[src/hdl/cuodf_pkg.sv]
// Shared constants and types for the CAN-over-UDP record deframer.
`default_nettype none

package cuodf_pkg;

  // Header length default; the top level takes it as a parameter.
  localparam int HEADER_BYTES_DEF = 16;

  // Record layout: 4 id bytes, flags, length code, 8 data bytes.
  localparam int REC_BYTES  = 14;
  localparam int REC_POS_W  = $clog2(REC_BYTES);
  localparam logic [REC_POS_W-1:0] REC_LAST = REC_POS_W'(REC_BYTES - 1);

  localparam int DATA_BYTES = 8;

  localparam logic [31:0] EXT_ID_BAD_MASK = 32'hE000_0000;
  localparam logic [31:0] STD_ID_MAX      = 32'h0000_07FF;
  localparam logic [7:0]  MAX_DATA_LEN    = 8'd8;

  // Status codes.
  localparam logic [1:0] STATUS_OK      = 2'd0;
  localparam logic [1:0] STATUS_BAD_EXT = 2'd1;
  localparam logic [1:0] STATUS_BAD_STD = 2'd2;
  localparam logic [1:0] STATUS_BAD_LEN = 2'd3;

  // Output beat: id, length code, data, status, zero-filled to whole bytes.
  localparam int OUT_FIELDS_W = 32 + 8 + 64 + 2;
  localparam int OUT_TDATA_W  = ((OUT_FIELDS_W + 7) / 8) * 8;

  // One complete record, byte 0 in element 0.
  typedef logic [REC_BYTES-1:0][7:0] rec_t;

endpackage

`default_nettype wire

[src/hdl/can_over_udp_record_deframer_unit.sv]
// CAN-over-UDP record deframer: payload byte stream in, decoded CAN records out.
//
// s_axis carries datagram payload, one byte per beat in tdata, with tlast on
// the final byte. The first HEADER_BYTES bytes of each datagram are skipped;
// the rest is cut into 14-byte records. Each complete record yields one
// m_axis beat with id, length code, masked data bytes and a status code;
// tuser carries the extended-id flag. Datagrams shorter than the header and
// trailing partial records produce nothing.
// Latency: a record's last byte accepted on s_axis passes through two register
// stages (record register, then result register) before it appears on m_axis.
// Throughput: one byte per cycle while m_axis does not stall; a record needs
// 14 byte beats, so each result beat takes 14 accepted record bytes.
// Reset clears the header and record counters and both valid flags; the
// block restarts at the header of a new datagram.
// When m_axis stalls, the result register holds its beat, the record
// register fills behind it, and s_axis_tready drops only once both are full.
`default_nettype none

module can_over_udp_record_deframer_unit
  import cuodf_pkg::*;
#(
  parameter int HEADER_BYTES = HEADER_BYTES_DEF
) (
  input  wire logic                   clk,
  input  wire logic                   rst,
  input  wire logic                   s_axis_tvalid,
  output logic                        s_axis_tready,
  input  wire logic [7:0]             s_axis_tdata,   // payload_byte
  input  wire logic                   s_axis_tlast,   // end_of_datagram
  output logic                        m_axis_tvalid,
  input  wire logic                   m_axis_tready,
  // frame_id[31:0], length_code[39:32], frame_data[103:40], status[105:104]
  output logic [OUT_TDATA_W-1:0]      m_axis_tdata,
  output logic                        m_axis_tuser    // is_extended
);

  logic        rec_valid;
  logic        rec_ready;
  rec_t        rec;
  logic [31:0] out_id;
  logic [7:0]  out_len;
  logic [63:0] out_data;
  logic [1:0]  out_status;

  cuodf_collect #(
    .HEADER_BYTES (HEADER_BYTES)
  ) u_collect (
    .clk       (clk),
    .rst       (rst),
    .in_valid  (s_axis_tvalid),
    .in_ready  (s_axis_tready),
    .in_byte   (s_axis_tdata),
    .in_last   (s_axis_tlast),
    .rec_valid (rec_valid),
    .rec_ready (rec_ready),
    .rec       (rec)
  );

  cuodf_format u_format (
    .clk        (clk),
    .rst        (rst),
    .rec_valid  (rec_valid),
    .rec_ready  (rec_ready),
    .rec        (rec),
    .out_valid  (m_axis_tvalid),
    .out_ready  (m_axis_tready),
    .out_id     (out_id),
    .out_ext    (m_axis_tuser),
    .out_len    (out_len),
    .out_data   (out_data),
    .out_status (out_status)
  );

  assign m_axis_tdata = {(OUT_TDATA_W - OUT_FIELDS_W)'(0), out_status, out_data, out_len, out_id};

endmodule

`default_nettype wire

[src/hdl/cuodf_collect.sv]
// Header skip, record position tracking and record byte store.
`default_nettype none

module cuodf_collect
  import cuodf_pkg::*;
#(
  parameter int HEADER_BYTES = HEADER_BYTES_DEF
) (
  input  wire logic       clk,
  input  wire logic       rst,
  input  wire logic       in_valid,
  output logic            in_ready,
  input  wire logic [7:0] in_byte,
  input  wire logic       in_last,
  output logic            rec_valid,
  input  wire logic       rec_ready,
  output rec_t            rec
);

  localparam int HDR_W = $clog2(HEADER_BYTES + 1);

  logic [HDR_W-1:0]     header_left;
  logic [REC_POS_W-1:0] record_position;
  logic [7:0]           record_bytes [REC_BYTES-1];
  logic                 accept;
  logic                 in_body;
  logic                 rec_done;

  assign in_ready = !rec_valid || rec_ready;
  assign accept   = in_valid && in_ready;
  assign in_body  = (header_left == '0);
  assign rec_done = accept && in_body && (record_position == REC_LAST);

  always_ff @(posedge clk) begin
    if (rst) begin
      header_left     <= HDR_W'(HEADER_BYTES);
      record_position <= '0;
      rec_valid       <= 1'b0;
    end else begin
      if (rec_valid && rec_ready) begin
        rec_valid <= 1'b0;
      end
      if (rec_done) begin
        rec_valid <= 1'b1;
      end
      if (accept) begin
        if (!in_body) begin
          header_left <= header_left - 1'b1;
        end else if (record_position == REC_LAST) begin
          record_position <= '0;
        end else begin
          record_position <= record_position + 1'b1;
        end
        // restart header skip on the last beat of a datagram
        if (in_last) begin
          header_left     <= HDR_W'(HEADER_BYTES);
          record_position <= '0;
        end
      end
    end
  end

  always_ff @(posedge clk) begin
    if (accept && in_body && (record_position != REC_LAST)) begin
      record_bytes[record_position] <= in_byte;
    end
    if (rec_done) begin
      for (int i = 0; i < REC_BYTES - 1; i++) begin
        rec[i] <= record_bytes[i];
      end
      rec[REC_BYTES-1] <= in_byte;
    end
  end

endmodule

`default_nettype wire

[src/hdl/cuodf_format.sv]
// Record decode, data masking, status check and output register.
`default_nettype none

module cuodf_format
  import cuodf_pkg::*;
(
  input  wire logic        clk,
  input  wire logic        rst,
  input  wire logic        rec_valid,
  output logic             rec_ready,
  input  wire rec_t        rec,
  output logic             out_valid,
  input  wire logic        out_ready,
  output logic [31:0]      out_id,
  output logic             out_ext,
  output logic [7:0]       out_len,
  output logic [63:0]      out_data,
  output logic [1:0]       out_status
);

  logic [31:0] id;
  logic        ext;
  logic [7:0]  len;
  logic [63:0] data;
  logic [1:0]  status;
  logic        load;

  assign rec_ready = !out_valid || out_ready;
  assign load      = rec_valid && rec_ready;

  always_comb begin
    id  = {rec[0], rec[1], rec[2], rec[3]};
    ext = rec[4][0];
    len = rec[5];
    // zero bytes at or past the length code
    for (int i = 0; i < DATA_BYTES; i++) begin
      data[8*i +: 8] = (8'(i) < len) ? rec[6+i] : 8'h00;
    end
    priority if (ext && ((id & EXT_ID_BAD_MASK) != '0)) begin
      status = STATUS_BAD_EXT;
    end else if (!ext && ((id & ~STD_ID_MAX) != '0)) begin
      status = STATUS_BAD_STD;
    end else if (len > MAX_DATA_LEN) begin
      status = STATUS_BAD_LEN;
    end else begin
      status = STATUS_OK;
    end
  end

  always_ff @(posedge clk) begin
    if (rst) begin
      out_valid <= 1'b0;
    end else if (load) begin
      out_valid <= 1'b1;
    end else if (out_ready) begin
      out_valid <= 1'b0;
    end
  end

  always_ff @(posedge clk) begin
    if (load) begin
      out_id     <= id;
      out_ext    <= ext;
      out_len    <= len;
      out_data   <= data;
      out_status <= status;
    end
  end

endmodule

`default_nettype wire
[config.mk]
export PLATFORM = sky130hd
export DESIGN_NAME = can_over_udp_record_deframer_unit
export DESIGN_NICKNAME = d
export VERILOG_FILES = /design/src/hdl/cuodf_pkg.sv /design/src/hdl/can_over_udp_record_deframer_unit.sv /design/src/hdl/cuodf_collect.sv /design/src/hdl/cuodf_format.sv
export SDC_FILE = /design/constraint.sdc
export NUM_CORES = 1
export LEC_CHECK = 0
export BUFFER_PORTS_ARGS = -buffer_cell sky130_fd_sc_hd__clkbuf_2
export CORE_MARGIN = 1
export CORE_UTILIZATION = 25
export DETAILED_ROUTE_END_ITERATION = 7
export GPL_TIMING_DRIVEN = 1
export PLACE_DENSITY = 0.53
export SLEW_MARGIN = 0
export SYNTH_ARGS = -nofsm -noshare
export SYNTH_HDL_FRONTEND = slang
export SYNTH_SLANG_ARGS = --single-unit
[constraint.sdc]
create_clock -name clk -period 22 [get_ports clk]
set_clock_uncertainty 0.2 [all_clocks]
set_input_delay 2.2 -clock clk [delete_from_list [all_inputs] [get_ports clk]]
set_output_delay 2.2 -clock clk [all_outputs]
set_load 0.005 [all_outputs]
==> results.json, run 1 <==
{
  "ys_top_cells_by_area": "edfxtp_1 (88%), dfxtp_1 (2.1%), and2_1 (2.0%)",
  "synth-seq-area-share_pct": 89.8,
  "ys_types": 41,
  "p_per_area_nw_per_um2": 92.6,
  "post_cts_resized": 0,
  "arrival_ns": 2.84,
  "cp_top_family": "simple AND/OR/NAND/NOR gates",
  "worstPathCellList": "clkbuf_2 -> nand3b_1 -> clkbuf_2",
  "clockPowerShare_pct": 43.2,
  "clockBufferDepth": 3,
  "hold_viol_final": 0,
  "ys.flop_type": "edfxtp_1",
  "worstHoldPathType": "flip-flop to flip-flop",
  "crit_buf_inv": 2,
  "hpwl_um": 13400,
  "gp_congestion": 0.750,
  "final_cell_count_no_fill": 1212,
  "synthesis.area_um2": 10600,
  "cp_max_fo": 9,
  "grt_max_degree": 84,
  "drcViolationCount": 0,
  "timing.critical_path.mode_cell": "clkbuf_2",
  "antenna_cells": 0,
  "stdcell_area_um2": 12800,
  "crit_required_ns": 19.60,
  "holdBufCountCts": 0,
  "clk_pin_slew_worst_paths_ns": 0.06,
  "slew_viol_final": 0,
  "ir_worst_vdd_mv": 0.0445,
  "tns_ns": 0,
  "drive_above_1_share_pct": 26.2,
  "ant_nets": 0,
  "setup_viol": 0,
  "numCtsBuffers": 31,
  "fp.dieH_um": 208,
  "rsz0062_at_grt": "no",
  "track_usage_pct": 9.30,
  "min-delay-start": "u_collect.record_bytes[5][5]",
  "period_needed_ns": 5.24,
  "criticalPathCategory": "input port to output port",
  "num_io_pins": 128,
  "firstDrtPassIters": 4,
  "cts_setup_buffers": 0,
  "initial_core_util_pct": 25.3,
  "dr.first_iter.drc_count": 321,
  "synth_top_area_share_pct": 87.7,
  "area_growth_pct": 21.4,
  "cts_num_sinks": 320,
  "switchingPower_mw": 0.221,
  "yosys.area.top_type": "edfxtp_1",
  "n_fill_cell": 4092,
  "slew_headroom_pct": 21.2,
  "max_freq_mhz": 191,
  "intPower_mw": 0.969,
  "synth.avg_cell_area_um2": 21.1,
  "async_flop_share_pct": 0,
  "io_buffers": 121,
  "netlist_instances": 501,
  "core-area_um2": 41900,
  "post_drt_wl_per_cell_um": 17.0,
  "rows": 75,
  "cp-start-kind": "input port",
  "cts-root-buf": "clkbuf_16",
  "htree_levels": 1,
  "yosys_warnings": 0,
  "tightest_slew_ns": 1.17,
  "final_util_pct": 30.7,
  "ys_ff_latch": 320,
  "grt_pass1_vias": 4707,
  "via_per_inst": 3.84,
  "cpPeakStageDelay_ns": 0.34,
  "crit_path_top_delay_cell": "nand3b_1",
  "vias": 4657,
  "period_share_pct": 23.8,
  "p_seq_share_pct": 55.7,
  "startpoint": "m_axis_tready",
  "leakagePower_nw": 4.22,
  "r2r-start": "u_collect.header_left[0]",
  "p_comb_share_pct": 1.1,
  "die-area_um2": 43200,
  "status": "completed",
  "drt-total-wl_um": 20600,
  "post-place-cells": 1158,
  "antenna_found_initial": 0,
  "multi_input_area_um2": 1030,
  "finalPower_mw": 1.19,
  "die_w_um": 208,
  "grt-ovfl-total": 0,
  "endpoint_kind": "output port",
  "synth-edff-count": 309,
  "switching_share_pct": 18.6,
  "insertion_delay_ns": 0.55,
  "final_net_count": 666,
  "post_dp_cell_area_um2": 11900,
  "grt_pass1_wl_um": 29600,
  "cts_tree": "built",
  "cap_viol_max_count": 0,
  "seqCellArea_um2": 9500
}
[per-layer routing]
layer,up-vias,wire length (µm),track usage [%]
li1,2206,-,-
met1,2321,8800,11.2
met2,98,10600,16.8
met3,32,707,1.65
met4,0,441,2.99
met5,-,0,0
[registers in the layout, summed over array words and instances, names as in the netlist, 2 cells and up]
name and flops:
u_collect.header_left 5, u_format.out_id 32, u_collect.record_position 4, u_format.out_status 2, u_collect.record_bytes 97, u_format.out_len 8
u_collect.rec 105, u_format.out_data 64
[power groups by stage]
stage,Sequential (mW),Combinational [mW],Clock (mW)
2_1_floorplan,0.676,0.00582,0
3_3_place_gp,0.676,0.0128,0
3_5_place_dp,0.676,0.0131,0
4_1_cts,0.663,0.0131,0.528
5_1_grt,0.663,0.0139,0.550
6_report,0.663,0.0128,0.514
[cell usage in the layout, fill, tap and decap left out, types with 4 or more instances in the layout]
cell	netlist	routed
clkbuf_1	4	6
or3_1	4	4
clkinv_2	0	4
and2_1	34	34
nand3b_1	4	4
bufinv_16	0	4
nor3_1	9	9
buf_4	6	4
nor4_1	5	4
nand2_1	9	9
a21oi_1	8	8
inv_1	5	5
and2b_1	10	10
nor2b_1	24	24
nor2_1	18	18
conb_1	1	6
o21ai_0	6	6
clkbuf_2	0	121
nand2b_1	4	4
clkinv_1	0	6
dfxtp_1	11	11
edfxtp_1	309	309
clkbuf_16	0	31
[final cells by class]
class,count,share of cell area (%)
clock buffers,37,6.21
clock inverters,17,1.46
inverters,5,0.146
multi-input cells,169,8.04
flip-flops and latches,320,73.9
well taps,539,5.25
repair buffers,125,4.95
[path summary, 6_finish.rpt]
check	slack (ns)	end	cells past startpoint
worst min-delay path	0.20	u_collect.rec[45]	0
worst max register to register	18.77	u_collect.record_bytes[0][5]	6
worst min register to register	0.20	u_collect.rec[45]	0
worst max-delay path	16.76	s_axis_tready	3
[Yosys cell counts, types with 3 or more instances]
master    count
dfxtp_1      11
nor4_1        5
nand2b_1      4
clkbuf_1      4
and2_1       34
nand4_1       3
nor2b_1      24
nor3_1        9
a21oi_1       8
inv_1         5
a31oi_1       3
o21ai_0       6
nor2_1       18
nand3b_1      4
buf_4         6
or3_1         4
nand2_1       9
and2b_1      10
edfxtp_1    309
[worst register-to-register path: cells and delay by family, from the launching register on]
kind          cells  cell delay, ns
fa+ha+maj         1            0.21
flops             1            0.32
buf+inv           1            0.07
simple gates      4            2.04
[per-stage QoR]
step	hold WS [ns]	setup WS, ns
after global placement	0.201	16.76
after floorplan	0.200	8.39
after detailed placement	0.205	16.72
after global routing	0.199	16.66
final	0.197	16.76
after CTS	0.196	16.72
[logic make-up after synthesis]
family	count (synthesis)	share of synthesized area, %
compound gates	28	1.67
fa+ha+maj	1	0.118
buf+inv	17	0.839
flops	320	89.8
other cells	1	0.0354
simple gates	134	7.59
Power figures use the tool's default switching activity.
==> run 2: changes to the inputs <==
- PLACE_DENSITY: 0.53 -> 0.54
- clock period: 22 -> 4.22 ns (I/O delays scaled with it)
==> run 2 against run 1 <==
Net effect: sequential cell count stayed put; total power grew to 5.3 times the previous value; clock power grew to 5.5 times the previous value; critical endpoint is now u_collect.record_bytes[8][7]; via count is 2.0% higher; global-route usage is 0.36 points higher; count of clock-buffer cells in the layout is 1 lower; hold slack worse by 0.15 ns; core utilization is 0.35 points higher; cell area is 1.1% higher.
==> results.json, run 2 (synthesis gave the netlist of run 1 again) <==
{
  "via_per_inst": 3.89,
  "post_drt_wl_per_cell_um": 17.3,
  "final_net_count": 670,
  "largest_register_ffs": 105,
  "rsz0062_at_grt": "no",
  "ir_worst_vdd_mv": 0.309,
  "core-area_um2": 41900,
  "grt_max_degree": 65,
  "clk_pin_slew_worst_paths_ns": 0.06,
  "fp.dieH_um": 208,
  "drcViolationCount": 0,
  "rows": 75,
  "cts_tree": "built",
  "n_fill_cell": 4062,
  "die-area_um2": 43200,
  "cap_viol_max_count": 0,
  "layout_common_cells": "edfxtp_1 (309), clkbuf_2 (121), and2_1 (34)",
  "track_usage_pct": 9.66,
  "area_growth_pct": 22.7,
  "status": "completed",
  "initial_core_util_pct": 25.3,
  "tns_ns": 0,
  "worstPathCellList": "inv_1 -> ha_2 -> nor4b_1 -> nand2b_1 -> or3_1 -> nor2_1",
  "holdWs_ns": 0.0453,
  "hpwl_um": 13100,
  "firstDrtPassIters": 4,
  "cp_max_fo": 8,
  "finalPower_mw": 6.37,
  "grt_pass1_wl_um": 30600,
  "num_io_pins": 128,
  "cts_setup_buffers": 0,
  "htree_levels": 1,
  "crit_path_top_delay_cell": "nor2_1",
  "drt-total-wl_um": 21100,
  "grt-ovfl-total": 0,
  "max_freq_mhz": 356,
  "regMostFlops": "u_collect.rec",
  "hold_viol_final": 0,
  "cts_num_sinks": 320,
  "crit_buf_inv": 1,
  "layout_commonest_cell": "edfxtp_1",
  "drive_above_1_share_pct": 27.1,
  "period_needed_ns": 2.81,
  "cts-root-buf": "clkbuf_16",
  "io_buffers": 121,
  "numCtsBuffers": 31,
  "setup_ws_ns": 1.41,
  "die_w_um": 208,
  "cp-start-kind": "flip-flop",
  "slew_headroom_pct": 24.0,
  "clockBufferDepth": 3,
  "p_per_area_nw_per_um2": 490,
  "period_share_pct": 66.6,
  "insertion_delay_ns": 0.55,
  "grt_pass1_vias": 4827,
  "vias": 4748,
  "gp_congestion": 0.737,
  "reg_top3": "u_collect.rec: 105 flops, u_collect.record_bytes: 97 flops, u_format.out_data: 64 flops",
  "tightest_slew_ns": 1.14,
  "worstHoldPathType": "input port to flip-flop",
  "endpoint_kind": "flip-flop",
  "arrival_ns": 2.79,
  "cpPeakStageDelay_ns": 0.57,
  "criticalPathCategory": "flip-flop to flip-flop",
  "dr.first_iter.drc_count": 296,
  "antenna_cells": 0,
  "antenna_found_initial": 0,
  "slew_viol_final": 0,
  "ant_nets": 0,
  "crit_required_ns": 4.20,
  "cp_top_family": "simple AND/OR/NAND/NOR gates",
  "place_ws_ns": 1.46,
  "setup_viol": 0,
  "leakagePower_nw": 4.26
}
[run 2: cell count changes in the layout (fill, tap and decap cells not counted), sizes merged]
cell,change
buf,+3
clkinvlp,+3
bufinv,+2
clkbuf,-1
dlygate4sd3,+1
inv,-1
[run 2: layout make-up]
| type | instances | area [µm²] | share of cell area [%] |
|---|---|---|---|
| Clock buffer | 36 | 795 | 6.12 |
| Tap cell | 539 | 674 | 5.19 |
| Multi-Input combinational cell | 169 | 1060 | 8.14 |
| Inverter | 5 | 18.8 | 0.144 |
| Clock inverter | 21 | 253 | 1.95 |
| Timing Repair Buffer | 129 | 693 | 5.34 |
| Sequential cell | 320 | 9500 | 73.1 |
[run 2: per-stage QoR]
| step | instance area, µm² | instances | utilization [%] |
|---|---|---|---|
| detailed placement | 11900 | 1161 | 28.5 |
| global route | 13000 | 1219 | 31.0 |
| global placement | 11900 | 1161 | 28.5 |
| floorplan | 10600 | 506 | - |
| finish | 13000 | 1219 | 31.0 |
| CTS | 13000 | 1219 | 31.0 |
[run 2: path summary, 6_finish.rpt]
path	startpoint	end	slack [ns]	cells after the start
setup / recovery	u_collect.header_left[1]	u_collect.record_bytes[8][7]	1.41	6
hold / removal	m_axis_tready	u_format.out_valid	0.05	4
setup reg to reg	u_collect.header_left[1]	u_collect.record_bytes[8][7]	1.41	6
hold reg to reg	u_collect.record_bytes[6][6]	u_collect.rec[54]	0.21	0
[run 2: power by group]
part           switching, mW  internal (mW)  leakage (nW)
clock                   1.13           1.70         0.493
sequential           0.00526           3.45          2.87
combinational         0.0540         0.0193         0.905
[run 2: what timing repair did]
item	in CTS	in global routing
gates resized for setup	0	0
hold buffers	1	0
endpoints found under the hold margin	6	0
[run 2: worst register-to-register path, stage by stage (launching register included)]
cell and delay [ns]:
dfxtp_1 0.32, inv_1 0.06, ha_2 0.20, nor4b_1 0.51, nand2b_1 0.16, or3_1 0.41, nor2_1 0.57
[run 2: layer usage]
metal	share of wire [%]	global-route usage (%)	wire length, µm	vias to the layer above
met1	41	11.1	8580	2382
li1	-	-	-	2235
met2	52	17.2	10900	96
met3	5.2	2.33	1090	35
met4	2.6	3.88	541	0
met5	0	0	0	-
